**config.mk**
```make
export PLATFORM = sky130hd
export DESIGN_NAME = dfs_topological_sort_unit_flat
export DESIGN_NICKNAME = d
export VERILOG_FILES = /design/src/rtl/dfs_topo_pkg.sv /design/src/rtl/dfs_topo_cmd_if.sv /design/src/rtl/dfs_topo_res_if.sv /design/src/rtl/dfs_topo_dp.sv /design/src/rtl/dfs_topo_ctrl.sv /design/src/rtl/dfs_topological_sort_unit.sv /design/src/flat_wrapper.sv
export SDC_FILE = /design/constraint.sdc
export NUM_CORES = 1
export LEC_CHECK = 0
export BUFFER_PORTS_ARGS = -buffer_cell sky130_fd_sc_hd__buf_2
export CAP_MARGIN = 20
export CORE_UTILIZATION = 55
export DETAILED_ROUTE_END_ITERATION = 10
export PLACE_DENSITY = 0.74
export SKIP_LAST_GASP = 1
export SLEW_MARGIN = 15
export SYNTH_ARGS = -nofsm -noshare
export SYNTH_HDL_FRONTEND = slang
export SYNTH_HIERARCHICAL = 1
export SYNTH_SLANG_ARGS = --single-unit
```
**constraint.sdc**
```tcl
create_clock -name clk -period 3.8 [get_ports clk]
set_clock_uncertainty 0.15 [all_clocks]
set_input_delay 0.76 -clock clk [delete_from_list [all_inputs] [get_ports clk]]
set_output_delay 0.76 -clock clk [all_outputs]
set_load 0.02 [all_outputs]
```
**src/rtl/dfs_topo_pkg.sv**
```systemverilog
// Shared constants and controller/datapath handshake types for the DFS topological sort unit.
package dfs_topo_pkg;

  localparam int OPCODE_W = 2;
  localparam int VERTEX_W = 4;
  localparam int COUNT_W  = 5;

  localparam logic [COUNT_W-1:0] COUNT_RESET = 5'd16;

  localparam logic [OPCODE_W-1:0] OP_ADD_EDGE = 2'd0;
  localparam logic [OPCODE_W-1:0] OP_RUN      = 2'd1;
  localparam logic [OPCODE_W-1:0] OP_CLEAR    = 2'd2;

  // controller -> datapath
  typedef struct packed {
    logic run_start;
    logic add_edge;
    logic clear_graph;
    logic scan_next;
    logic push_scan;
    logic push_open;
    logic row_rd;
    logic pop;
    logic stack_rd;
    logic top_load;
    logic emit_rd;
    logic out_load;
  } dp_cmd_t;

  // datapath -> controller
  typedef struct packed {
    logic scan_done;
    logic scan_unvisited;
    logic open_any;
    logic depth_one;
    logic fcount_zero;
    logic out_free;
  } dp_status_t;

endpackage

```
**src/rtl/dfs_topo_cmd_if.sv**
```systemverilog
// Command channel interface: opcode and edge endpoints with valid/ready.
interface dfs_topo_cmd_if;
  logic                               valid;
  logic                               ready;
  logic [dfs_topo_pkg::OPCODE_W-1:0]  opcode;
  logic [dfs_topo_pkg::VERTEX_W-1:0]  from_vertex;
  logic [dfs_topo_pkg::VERTEX_W-1:0]  to_vertex;

  modport source (output valid, output opcode, output from_vertex, output to_vertex,
                  input ready);
  modport sink (input valid, input opcode, input from_vertex, input to_vertex,
                output ready);
endinterface

```
**src/rtl/dfs_topo_res_if.sv**
```systemverilog
// Result channel interface: one vertex of the sorted order with a last flag.
interface dfs_topo_res_if;
  logic                               valid;
  logic                               ready;
  logic [dfs_topo_pkg::VERTEX_W-1:0]  vertex;
  logic                               last;

  modport source (output valid, output vertex, output last, input ready);
  modport sink (input valid, input vertex, input last, output ready);
endinterface

```
**src/rtl/dfs_topo_dp.sv**
```systemverilog
// Datapath: adjacency RAM, visited bits, walk stack, finish list and output register.
module dfs_topo_dp #(
  parameter int MAX_VERTICES = 16
) (
  input  logic                              clk,
  input  logic                              rst,
  input  logic                              cfg_wr_en,
  input  logic [dfs_topo_pkg::COUNT_W-1:0]  cfg_wr_data,
  input  logic [dfs_topo_pkg::VERTEX_W-1:0] from_vertex,
  input  logic [dfs_topo_pkg::VERTEX_W-1:0] to_vertex,
  input  dfs_topo_pkg::dp_cmd_t             ctl,
  output dfs_topo_pkg::dp_status_t          sts,
  input  logic                              out_ready,
  output logic                              out_valid,
  output logic [dfs_topo_pkg::VERTEX_W-1:0] out_vertex,
  output logic                              out_last
);

  localparam int VW = $clog2(MAX_VERTICES);
  localparam int CW = $clog2(MAX_VERTICES + 1);
  localparam int EW = (CW > dfs_topo_pkg::COUNT_W) ? CW : dfs_topo_pkg::COUNT_W;

  logic [dfs_topo_pkg::COUNT_W-1:0] count_cfg;

  logic [MAX_VERTICES-1:0] adj_mem [MAX_VERTICES];
  logic [MAX_VERTICES-1:0] row_valid;
  logic [MAX_VERTICES-1:0] adj_row;
  logic                    adj_row_ok;
  logic [MAX_VERTICES-1:0] visited;

  logic [VW-1:0] stack_mem [MAX_VERTICES];
  logic [VW-1:0] stack_rdata;
  logic [CW-1:0] depth;
  logic [VW-1:0] top;
  logic [CW-1:0] scan_v;

  logic [VW-1:0] finish_mem [MAX_VERTICES];
  logic [VW-1:0] finish_rdata;
  logic [CW-1:0] fcount;

  logic [EW-1:0] eff_ext;
  logic [CW-1:0] eff_count;
  logic [EW-1:0] from_ext;
  logic [EW-1:0] to_ext;
  logic [VW-1:0] from_idx;
  logic          edge_ok;
  logic [MAX_VERTICES-1:0] in_range;
  logic [MAX_VERTICES-1:0] open_bits;
  logic [VW-1:0] lowest;
  logic [VW-1:0] scan_idx;
  logic [VW-1:0] push_v;
  logic          push;
  logic [CW-1:0] depth_m2;
  logic [CW-1:0] fcount_m1;
  logic [EW-1:0] vert_ext;

  // effective count = min(register, MAX_VERTICES)
  always_comb begin
    if (EW'(count_cfg) > EW'(MAX_VERTICES)) begin
      eff_ext = EW'(MAX_VERTICES);
    end else begin
      eff_ext = EW'(count_cfg);
    end
  end
  assign eff_count = eff_ext[CW-1:0];

  assign from_ext = EW'(from_vertex);
  assign to_ext   = EW'(to_vertex);
  assign from_idx = from_ext[VW-1:0];
  assign edge_ok  = (from_ext < eff_ext) && (to_ext < eff_ext);

  always_comb begin
    for (int i = 0; i < MAX_VERTICES; i++) begin
      in_range[i] = EW'(i) < eff_ext;
    end
  end

  assign open_bits = (adj_row_ok ? adj_row : '0) & in_range & ~visited;

  // lowest set bit of the open neighbor set
  always_comb begin
    lowest = '0;
    for (int i = MAX_VERTICES - 1; i >= 0; i--) begin
      if (open_bits[i]) begin
        lowest = VW'(i);
      end
    end
  end

  assign scan_idx  = scan_v[VW-1:0];
  assign push      = ctl.push_scan || ctl.push_open;
  assign push_v    = ctl.push_scan ? scan_idx : lowest;
  assign depth_m2  = depth - CW'(2);
  assign fcount_m1 = fcount - CW'(1);
  assign vert_ext  = EW'(finish_rdata);

  assign sts.scan_done      = scan_v >= eff_count;
  assign sts.scan_unvisited = !visited[scan_idx];
  assign sts.open_any       = |open_bits;
  assign sts.depth_one      = depth == CW'(1);
  assign sts.fcount_zero    = fcount == '0;
  assign sts.out_free       = !out_valid || out_ready;

  // adjacency RAM: masked write (whole row on first touch), registered read
  always_ff @(posedge clk) begin
    if (ctl.add_edge && edge_ok) begin
      for (int i = 0; i < MAX_VERTICES; i++) begin
        if (!row_valid[from_idx] || to_ext == EW'(i)) begin
          adj_mem[from_idx][i] <= (to_ext == EW'(i));
        end
      end
    end
    if (ctl.row_rd) begin
      adj_row <= adj_mem[top];
    end
  end

  always_ff @(posedge clk) begin
    if (push) begin
      stack_mem[depth[VW-1:0]] <= push_v;
    end
    if (ctl.stack_rd) begin
      stack_rdata <= stack_mem[depth_m2[VW-1:0]];
    end
  end

  always_ff @(posedge clk) begin
    if (ctl.pop) begin
      finish_mem[fcount[VW-1:0]] <= top;
    end
    if (ctl.emit_rd) begin
      finish_rdata <= finish_mem[fcount_m1[VW-1:0]];
    end
  end

  // payload registers
  always_ff @(posedge clk) begin
    if (push) begin
      top <= push_v;
    end else if (ctl.top_load) begin
      top <= stack_rdata;
    end
    if (ctl.out_load) begin
      out_vertex <= vert_ext[dfs_topo_pkg::VERTEX_W-1:0];
      out_last   <= (fcount == '0);
    end
  end

  // control registers
  always_ff @(posedge clk) begin
    if (rst) begin
      count_cfg  <= dfs_topo_pkg::COUNT_RESET;
      row_valid  <= '0;
      adj_row_ok <= 1'b0;
      visited    <= '0;
      depth      <= '0;
      fcount     <= '0;
      scan_v     <= '0;
      out_valid  <= 1'b0;
    end else begin
      if (cfg_wr_en) begin
        count_cfg <= cfg_wr_data;
      end
      if (ctl.clear_graph) begin
        row_valid <= '0;
      end else if (ctl.add_edge && edge_ok) begin
        row_valid[from_idx] <= 1'b1;
      end
      if (ctl.row_rd) begin
        adj_row_ok <= row_valid[top];
      end
      if (ctl.run_start) begin
        visited <= '0;
        depth   <= '0;
        fcount  <= '0;
        scan_v  <= '0;
      end else begin
        if (ctl.scan_next) begin
          scan_v <= scan_v + CW'(1);
        end
        if (push) begin
          visited[push_v] <= 1'b1;
          depth           <= depth + CW'(1);
        end else if (ctl.pop) begin
          depth  <= depth - CW'(1);
          fcount <= fcount + CW'(1);
        end else if (ctl.emit_rd) begin
          fcount <= fcount_m1;
        end
      end
      if (ctl.out_load) begin
        out_valid <= 1'b1;
      end else if (out_ready) begin
        out_valid <= 1'b0;
      end
    end
  end

endmodule

```
**src/rtl/dfs_topo_ctrl.sv**
```systemverilog
// Controller: sequences edge loads, the depth-first walk and the emit phase.
module dfs_topo_ctrl (
  input  logic                              clk,
  input  logic                              rst,
  input  logic                              in_valid,
  output logic                              in_ready,
  input  logic [dfs_topo_pkg::OPCODE_W-1:0] opcode,
  input  dfs_topo_pkg::dp_status_t          sts,
  output dfs_topo_pkg::dp_cmd_t             ctl
);

  typedef enum logic [2:0] {
    IDLE,
    SCAN,
    ROW_READ,
    EVAL,
    POP_LOAD,
    EMIT_READ,
    EMIT_LOAD
  } state_t;

  state_t state;
  state_t state_next;
  logic   accept;

  assign in_ready = (state == IDLE);
  assign accept   = in_valid && in_ready;

  always_comb begin
    state_next = state;
    ctl        = '0;
    case (state)
      IDLE: begin
        if (accept) begin
          case (opcode)
            dfs_topo_pkg::OP_ADD_EDGE: ctl.add_edge = 1'b1;
            dfs_topo_pkg::OP_CLEAR:    ctl.clear_graph = 1'b1;
            dfs_topo_pkg::OP_RUN: begin
              ctl.run_start = 1'b1;
              state_next    = SCAN;
            end
            default: ;
          endcase
        end
      end
      SCAN: begin
        if (sts.scan_done) begin
          state_next = sts.fcount_zero ? IDLE : EMIT_READ;
        end else if (sts.scan_unvisited) begin
          ctl.push_scan = 1'b1;
          state_next    = ROW_READ;
        end else begin
          ctl.scan_next = 1'b1;
        end
      end
      ROW_READ: begin
        ctl.row_rd = 1'b1;
        state_next = EVAL;
      end
      EVAL: begin
        if (sts.open_any) begin
          ctl.push_open = 1'b1;
          state_next    = ROW_READ;
        end else begin
          ctl.pop = 1'b1;
          if (sts.depth_one) begin
            state_next = SCAN;
          end else begin
            ctl.stack_rd = 1'b1;
            state_next   = POP_LOAD;
          end
        end
      end
      POP_LOAD: begin
        ctl.top_load = 1'b1;
        state_next   = ROW_READ;
      end
      EMIT_READ: begin
        ctl.emit_rd = 1'b1;
        state_next  = EMIT_LOAD;
      end
      EMIT_LOAD: begin
        if (sts.out_free) begin
          ctl.out_load = 1'b1;
          state_next   = sts.fcount_zero ? IDLE : EMIT_READ;
        end
      end
      default: state_next = IDLE;
    endcase
  end

  always_ff @(posedge clk) begin
    if (rst) begin
      state <= IDLE;
    end else begin
      state <= state_next;
    end
  end

endmodule

```
**src/rtl/dfs_topological_sort_unit.sv**
```systemverilog
// DFS topological sort unit: top level joining controller, datapath and channels.
// Add-edge and clear transactions: one per cycle while the controller is idle, no result.
// Run: the walk from acceptance to the first emit read is paced by the single adjacency
// RAM read port and the stack pop read; then each result takes an emit read and an emit
// load, and waits while the result channel stalls.
// Reset (rst, synchronous): graph empty, vertex count 16, controller idle, no result pending.
module dfs_topological_sort_unit #(
  parameter int MAX_VERTICES = 16
) (
  input  logic                              clk,
  input  logic                              rst,
  input  logic                              cfg_wr_en,
  input  logic [dfs_topo_pkg::COUNT_W-1:0]  cfg_wr_data,
  dfs_topo_cmd_if.sink                      cmd,
  dfs_topo_res_if.source                    result
);

  // Command/status bundles between the controller and the datapath.
  dfs_topo_pkg::dp_cmd_t    ctl;
  dfs_topo_pkg::dp_status_t sts;

  // Controller: accepts a command transaction only when idle; a run then steps
  // through the scan / read / evaluate / pop loop and the emit phase.
  // No new transaction is taken until the last result is loaded.
  dfs_topo_ctrl u_ctrl (
    .clk      (clk),
    .rst      (rst),
    .in_valid (cmd.valid),
    .in_ready (cmd.ready),
    .opcode   (cmd.opcode),
    .sts      (sts),
    .ctl      (ctl)
  );

  // Datapath: adjacency rows with per-row valid bits (clear resets only these bits),
  // visited vector, explicit walk stack and post-order finish list. The result
  // register decouples the output channel, so a result may wait while the
  // controller fetches the next one.
  dfs_topo_dp #(
    .MAX_VERTICES (MAX_VERTICES)
  ) u_dp (
    .clk         (clk),
    .rst         (rst),
    .cfg_wr_en   (cfg_wr_en),
    .cfg_wr_data (cfg_wr_data),
    .from_vertex (cmd.from_vertex),
    .to_vertex   (cmd.to_vertex),
    .ctl         (ctl),
    .sts         (sts),
    .out_ready   (result.ready),
    .out_valid   (result.valid),
    .out_vertex  (result.vertex),
    .out_last    (result.last)
  );

endmodule
```
**src/flat_wrapper.sv**
```systemverilog
// flat-port wrapper written by rule: the top's interface ports become plain ports
module dfs_topological_sort_unit_flat 
#(
  parameter int MAX_VERTICES = 16
)
  (clk, rst, cfg_wr_en, cfg_wr_data, cmd_valid, cmd_opcode, cmd_from_vertex, cmd_to_vertex, cmd_ready, result_valid, result_vertex, result_last, result_ready);
  dfs_topo_cmd_if cmd_i ();
  dfs_topo_res_if result_i ();
  input  logic clk;
  input  logic rst;
  input  logic cfg_wr_en;
  input  logic [dfs_topo_pkg::COUNT_W-1:0] cfg_wr_data;
  input wire logic [$bits(cmd_i.valid)-1:0] cmd_valid;
  input wire logic [$bits(cmd_i.opcode)-1:0] cmd_opcode;
  input wire logic [$bits(cmd_i.from_vertex)-1:0] cmd_from_vertex;
  input wire logic [$bits(cmd_i.to_vertex)-1:0] cmd_to_vertex;
  output wire logic [$bits(cmd_i.ready)-1:0] cmd_ready;
  output wire logic [$bits(result_i.valid)-1:0] result_valid;
  output wire logic [$bits(result_i.vertex)-1:0] result_vertex;
  output wire logic [$bits(result_i.last)-1:0] result_last;
  input wire logic [$bits(result_i.ready)-1:0] result_ready;
  assign cmd_i.valid = cmd_valid;
  assign cmd_i.opcode = cmd_opcode;
  assign cmd_i.from_vertex = cmd_from_vertex;
  assign cmd_i.to_vertex = cmd_to_vertex;
  assign cmd_ready = cmd_i.ready;
  assign result_valid = result_i.valid;
  assign result_vertex = result_i.vertex;
  assign result_last = result_i.last;
  assign result_i.ready = result_ready;
  dfs_topological_sort_unit #(.MAX_VERTICES(MAX_VERTICES)) u_core (.clk(clk), .rst(rst), .cfg_wr_en(cfg_wr_en), .cfg_wr_data(cfg_wr_data), .cmd(cmd_i), .result(result_i));
endmodule
```
# Yosys cells after proc, flatten, opt, wreduce, memory -nomap -nowiden
# Memories as Yosys holds them, arrays and structs flattened. A register that Yosys moved wholly into a read port is not among the register bits.
# Index checks and enable logic that the tools add are counted.
# classes
add_sub_neg	6
n_lt_le_gt_ge	26
eq_ne	28
muxes	117
n_bitwise	6
n_reduce_logical	38
# ops
operator	count
$mux 4	19
$mux 1	72
$lt 4x5->1 const A	8
$and 16x16->16	2
$eq 4x4->1 const B	8
$or 16x16->16	2
$mux 3	10
$mux 5	5
$pmux 3 s7	1
$lt 3x5->1 const A	4
$lt 4x5->1 const B	4
$logic_or 1x1->1	18
$eq 4x3->1 const B	4
$mux 16	1
$not 16->16	1
$reduce_or 16->1	1
$add 5x1->5 const B	3
$bmux 1 s4	3
$logic_not 5->1	2
$lt 1x5->1 const A	2
$lt 2x5->1 const A	2
$lt 4x5->1	2
$sub 5x1->5 const B	2
$eq 3x3->1 const B	3
other kinds (24)	42
# totals
regBits	66
mem_bits_rw	384
inputBits	20
output_inout_bits	7
wordCells	236
memories	3
# mem_list
name	depth	width	rd	rd_clocked_by_memory_dff	wr	line_no	rtl
u_core.u_dp.adj_mem	16	16	1	1	1	dfs_topo_dp.sv:25	logic [MAX_VERTICES-1:0] adj_mem [MAX_VERTICES];
u_core.u_dp.finish_mem	16	4	1	1	1	dfs_topo_dp.sv:37	logic [VW-1:0] finish_mem [MAX_VERTICES];
u_core.u_dp.stack_mem	16	4	1	1	1	dfs_topo_dp.sv:31	logic [VW-1:0] stack_mem [MAX_VERTICES];

# Depth between registers and ports, before layout
# logic_depth
ltp_word	27
depth_mapped	19
ltp_nobuf	16

# Cells and area by module
# The synthesis kept the hierarchy.
# by_module_without_submodules
module	n_inst	cells_per_inst	area_per_inst_um2	seq_area_each_um2
dfs_topo_dp	1	1400	20751.2	13603.0
dfs_topo_ctrl	1	50	356.6	60.1

# Least setup slack after synthesis
# OpenSTA, ideal clock, no wires.
# synth_timing
path_type	flip-flop to flip-flop
from	register u_core.u_dp.scan_v[0]
to	register u_core.u_dp.visited[5]
setup_time_ns	0.117
t_arrival_ns	3.421
required_ns	3.533
slack_ns	0.112
path_stages_with_launch	18
path_buffers	4
synth_period_minus_slack_ns	3.688
cell_sequence	dfxtp_1 -> clkbuf_1 -> inv_1 -> ha_1 -> nand2b_1 -> a21o_1 -> a21oi_1 -> nor2b_1 -> o21ai_0 -> nand2b_1 -> nor2_1 -> and3_1 -> clkbuf_1 -> clkbuf_1 -> a32o_1 -> clkbuf_1 -> inv_1 -> a32o_1
# synth_lines
item	line_no	rtl
from (decl)	dfs_topo_dp.sv:35	logic [CW-1:0] scan_v;
from (signal assigned)	dfs_topo_dp.sv:179	scan_v <= scan_v + CW'(1);
to (signal assigned)	dfs_topo_dp.sv:155	visited <= '0;
to (signal assigned)	dfs_topo_dp.sv:173	visited <= '0;
to (signal, indexed assignment)	dfs_topo_dp.sv:182	visited[push_v] <= 1'b1;
to (decl)	dfs_topo_dp.sv:29	logic [MAX_VERTICES-1:0] visited;

==> metrics <==
Yosys top cell area share=59.32%; register area share after synthesis=64.73%; R2R Path Start=u_core/u_dp/count_cfg[4]$_SDFFE_PP1P_; # fillers=2771; Setup WS post-layout=241.6 ps; CP max stage delay=450 ps; main area contributors after synthesis=edfxtp_1, mux4_2, nor2_1; Crit. End Element=register; switching pwr=2.650 mW; Die X-Extent=197.9 microns; WHS Path Cells=0; Synth Area in XOR/XNOR=0.4979%; number of synthesized flops with an enable pin=417; reg-to-reg endpoint=u_core/u_dp/visited[13]$_SDFFE_PP0N_; vias in the first global route=12330; commonest non-fill, non-tap cells in the layout=edfxtp_1, nor2_1, mux4_2; die area=a little under 0.04 sq mm; post-route minimum period=3558 ps; std cell rows=71; critical path launch point type=register; Final ANT Viol Nets=0; Syn. warnings=6; Final Slew Violations=0; Power Density=489.6 mW/mm^2; Core Region=between 0.03 and 0.04 sq mm; Synth async-reset ratio=0%; P&R area growth vs syn=11.98%; commonest non-fill, non-tap cell in the layout=edfxtp_1; CP top delay family=simple AND/OR/NAND/NOR gates; Worst path slowest cell=or3_1; largest family of logic cells by synthesized area=multiplexers; placed insts=1964; Least-Margin Pin Slew=1056 ps; Clock power frac=40.0%; slew margin rel.=29.32%; compound-gate portion of the synthesized area=about 4.2%; max_cap viols=0; root buf cell=clkbuf_16; first-pass GRT wire length=71300 microns; critical path arrival=a little under 4000 ps; I/O Buffers=26; Cell Int Power=8.922 mW; Cell Area, Synth=0.02111 sq mm; wire per inst=22.64 microns; ant diodes=0; combinational power share=9.8%; Crit Path Category=register to register; final std cells w/o fill=2050; status=completed; Crit. Startpoint=u_core/u_dp/count_cfg[4]$_SDFFE_PP1P_; Switching Fraction=22.90%; post-route core utilization=approximately 63%; post-synthesis adder-cell area fraction=1.482%; Fmax=about 280 MHz; # clock sinks=474; DP Worst Slack=139.8 ps; Syn Inst Count=1450; syn avg cell area=between 10 and 15 sq um; prevailing post-synth register cell=edfxtp_1; cell taking the most area after synthesis=edfxtp_1; worst hold endpoint=u_core/u_dp/out_vertex[2]$_DFFE_PP_; Final HPWL DP=29050 microns; Worst EP required=4160 ps; TritonCTS Buffers=48; cell chain of the critical path=buf_4 -> nand2b_1 -> ha_1 -> nor2b_1 -> o21ai_0 -> nand2b_1 -> nor2_1 -> and3_1 -> or3_1 -> a221oi_1 -> a221oi_4 -> or3_1 -> o21ai_0; hold wc startpoint=u_core/u_dp/finish_rdata[2]$_DFFE_PP_; Reg clk slew, reported paths=60 ps; number of top-level pins=27; Final Hold Fails=0; total grt overflow=0; final WL=between 40000 and 50000 microns; drt pass-1 iters=5; Initial DRC Count=1130; H-tree levels=2; simple-gate share of the synthesized area=11.89%; Initial Util=a little under three fifths; Tcrit/Tclk final=a little over nine tenths; R2R Setup Slk=around 240 ps; total track usage=24.75%; leak pwr=8.077 nW; via/cell ratio=6.010; Syn Nets=1495; Die Y=between 150 and 200 microns; Clk Latency, worst-skew pair=600 ps; unrepaired setup endpoints after global routing=true; final setup vio count=0; HP Class=register to register; Critical Path Fanout Max=8; Max clock buf depth=3; CTS tree=built; VDD IR max=375.5 uV; mux share of post-synthesis cell area=14.68%; worst-case reg-to-reg path depth=13; Seq pwr share=50.3%; layout cells sized above 1=22.55%; Residual DRC=0; antenna violations before repair=1; number of synthesized register bits=~470; largest net degree at the start of global routing=43; Distinct cells, synth=72; GPL Wtd Cong=~0.9; vias=12320; nets@finish=1548; Critical path buffers and inverters=1
==> worst reg2reg max path: cells and delay by family, from the launching register on <==
| family | cells | cell delay (ps) |
|---|---|---|
| AND/OR/NAND/NOR | 7 | 1640 |
| AO/OA/AOI/OAI | 4 | 830 |
| flip-flops | 1 | 380 |
| adder cells (fa/ha/maj) | 1 | 310 |
| buffers and inverters | 1 | 190 |
==> routing by layer <==
layer	vias up	GRT usage, %	part of all wire (%)
li1	5557	-	-
met1	6228	32.09	40
met2	456	41.58	50
met3	80	4.446	7.4
met4	0	9.819	2.7
met5	-	0	0
==> worst max path at each step <==
stage,end,slack [ps],depth (start not counted)
final,u_core/u_dp/visited[13]$_SDFFE_PP0N_,240,13
after global routing,u_core/u_dp/visited[13]$_SDFFE_PP0N_,-30,15
after CTS,u_core/u_dp/stack_mem[2][0]$_DFFE_PP_,130,14
after detailed placement,u_core/u_dp/stack_mem[14][0]$_DFFE_PP_,140,14
after global placement,u_core/u_dp/stack_mem[14][0]$_DFFE_PP_,240,14
after floorplan,u_core/u_dp/visited[5]$_SDFFE_PP0N_,110,17
==> flip-flops by register name, indices dropped and copies added (netlist names), 5 cells and up <==
signal / cells
u_core/u_dp/adj_mem: 256
u_core/u_dp/finish_mem: 64
u_core/u_dp/stack_mem: 64
u_core/u_dp/adj_row: 16
u_core/u_dp/row_valid: 16
u_core/u_dp/visited: 16
u_core/u_dp/count_cfg: 5
u_core/u_dp/depth: 5
u_core/u_dp/fcount: 5
u_core/u_dp/scan_v: 5
==> synth_stat cells (19+ instances only) <==
cell type	instances
clkbuf_1	56
a21oi_1	37
nand2b_1	21
nor2_1	359
dfxtp_1	57
nand2_1	50
edfxtp_1	417
ha_1	25
nor3_1	21
buf_2	19
o21ai_0	23
mux4_2	134
inv_1	25
==> stage by stage <==
step | TNS [ps] | instance area, sq um | power [mW] | hold slack, ps
global placement | 0 | 22080 | 7.037 | 250.3
CTS | 0 | 23620 | 11.66 | 272.5
detailed placement | 0 | 22080 | 7.056 | 258.9
global route | -62.32 | 23640 | 11.94 | 274.9
finish | 0 | 23640 | 11.57 | 272.1
floorplan | 0 | 21110 | 6.684 | 250.3
==> power by group through the flow <==
stage	clock network [mW]	registers, mW	logic [mW]
2_1_floorplan	0	5.89	0.794
3_3_place_gp	0	5.92	1.12
3_5_place_dp	0	5.92	1.13
4_1_cts	4.71	5.82	1.14
5_1_grt	4.90	5.82	1.22
6_report	4.62	5.82	1.13
==> cell type report <==
cell class	instances	area [sq um]	share of cell area (%)
clock inverters	28	299.0	1.265
multi-input cells	852	6927	29.30
well taps	511	639.4	2.705
clock buffers	58	1239	5.241
inverters	25	93.84	0.3970
repair buffers	102	775.7	3.282
flip-flops and latches	474	13660	57.81
==> cell families after synthesis <==
group / after synthesis
and+or+nand+nor: 553
DFF: 474
muxes: 142
buffers and inverters: 124
AOI/OAI and AO/OA: 120
adders and majority gates: 25
xor gates and xnor gates: 12
==> timing repair <==
action	CTS	global route
endpoints found under the setup margin	0	85
hold buffers	0	0
resized for setup	0	2
buffers inserted	0	0
Power figures use the tool's default switching activity.
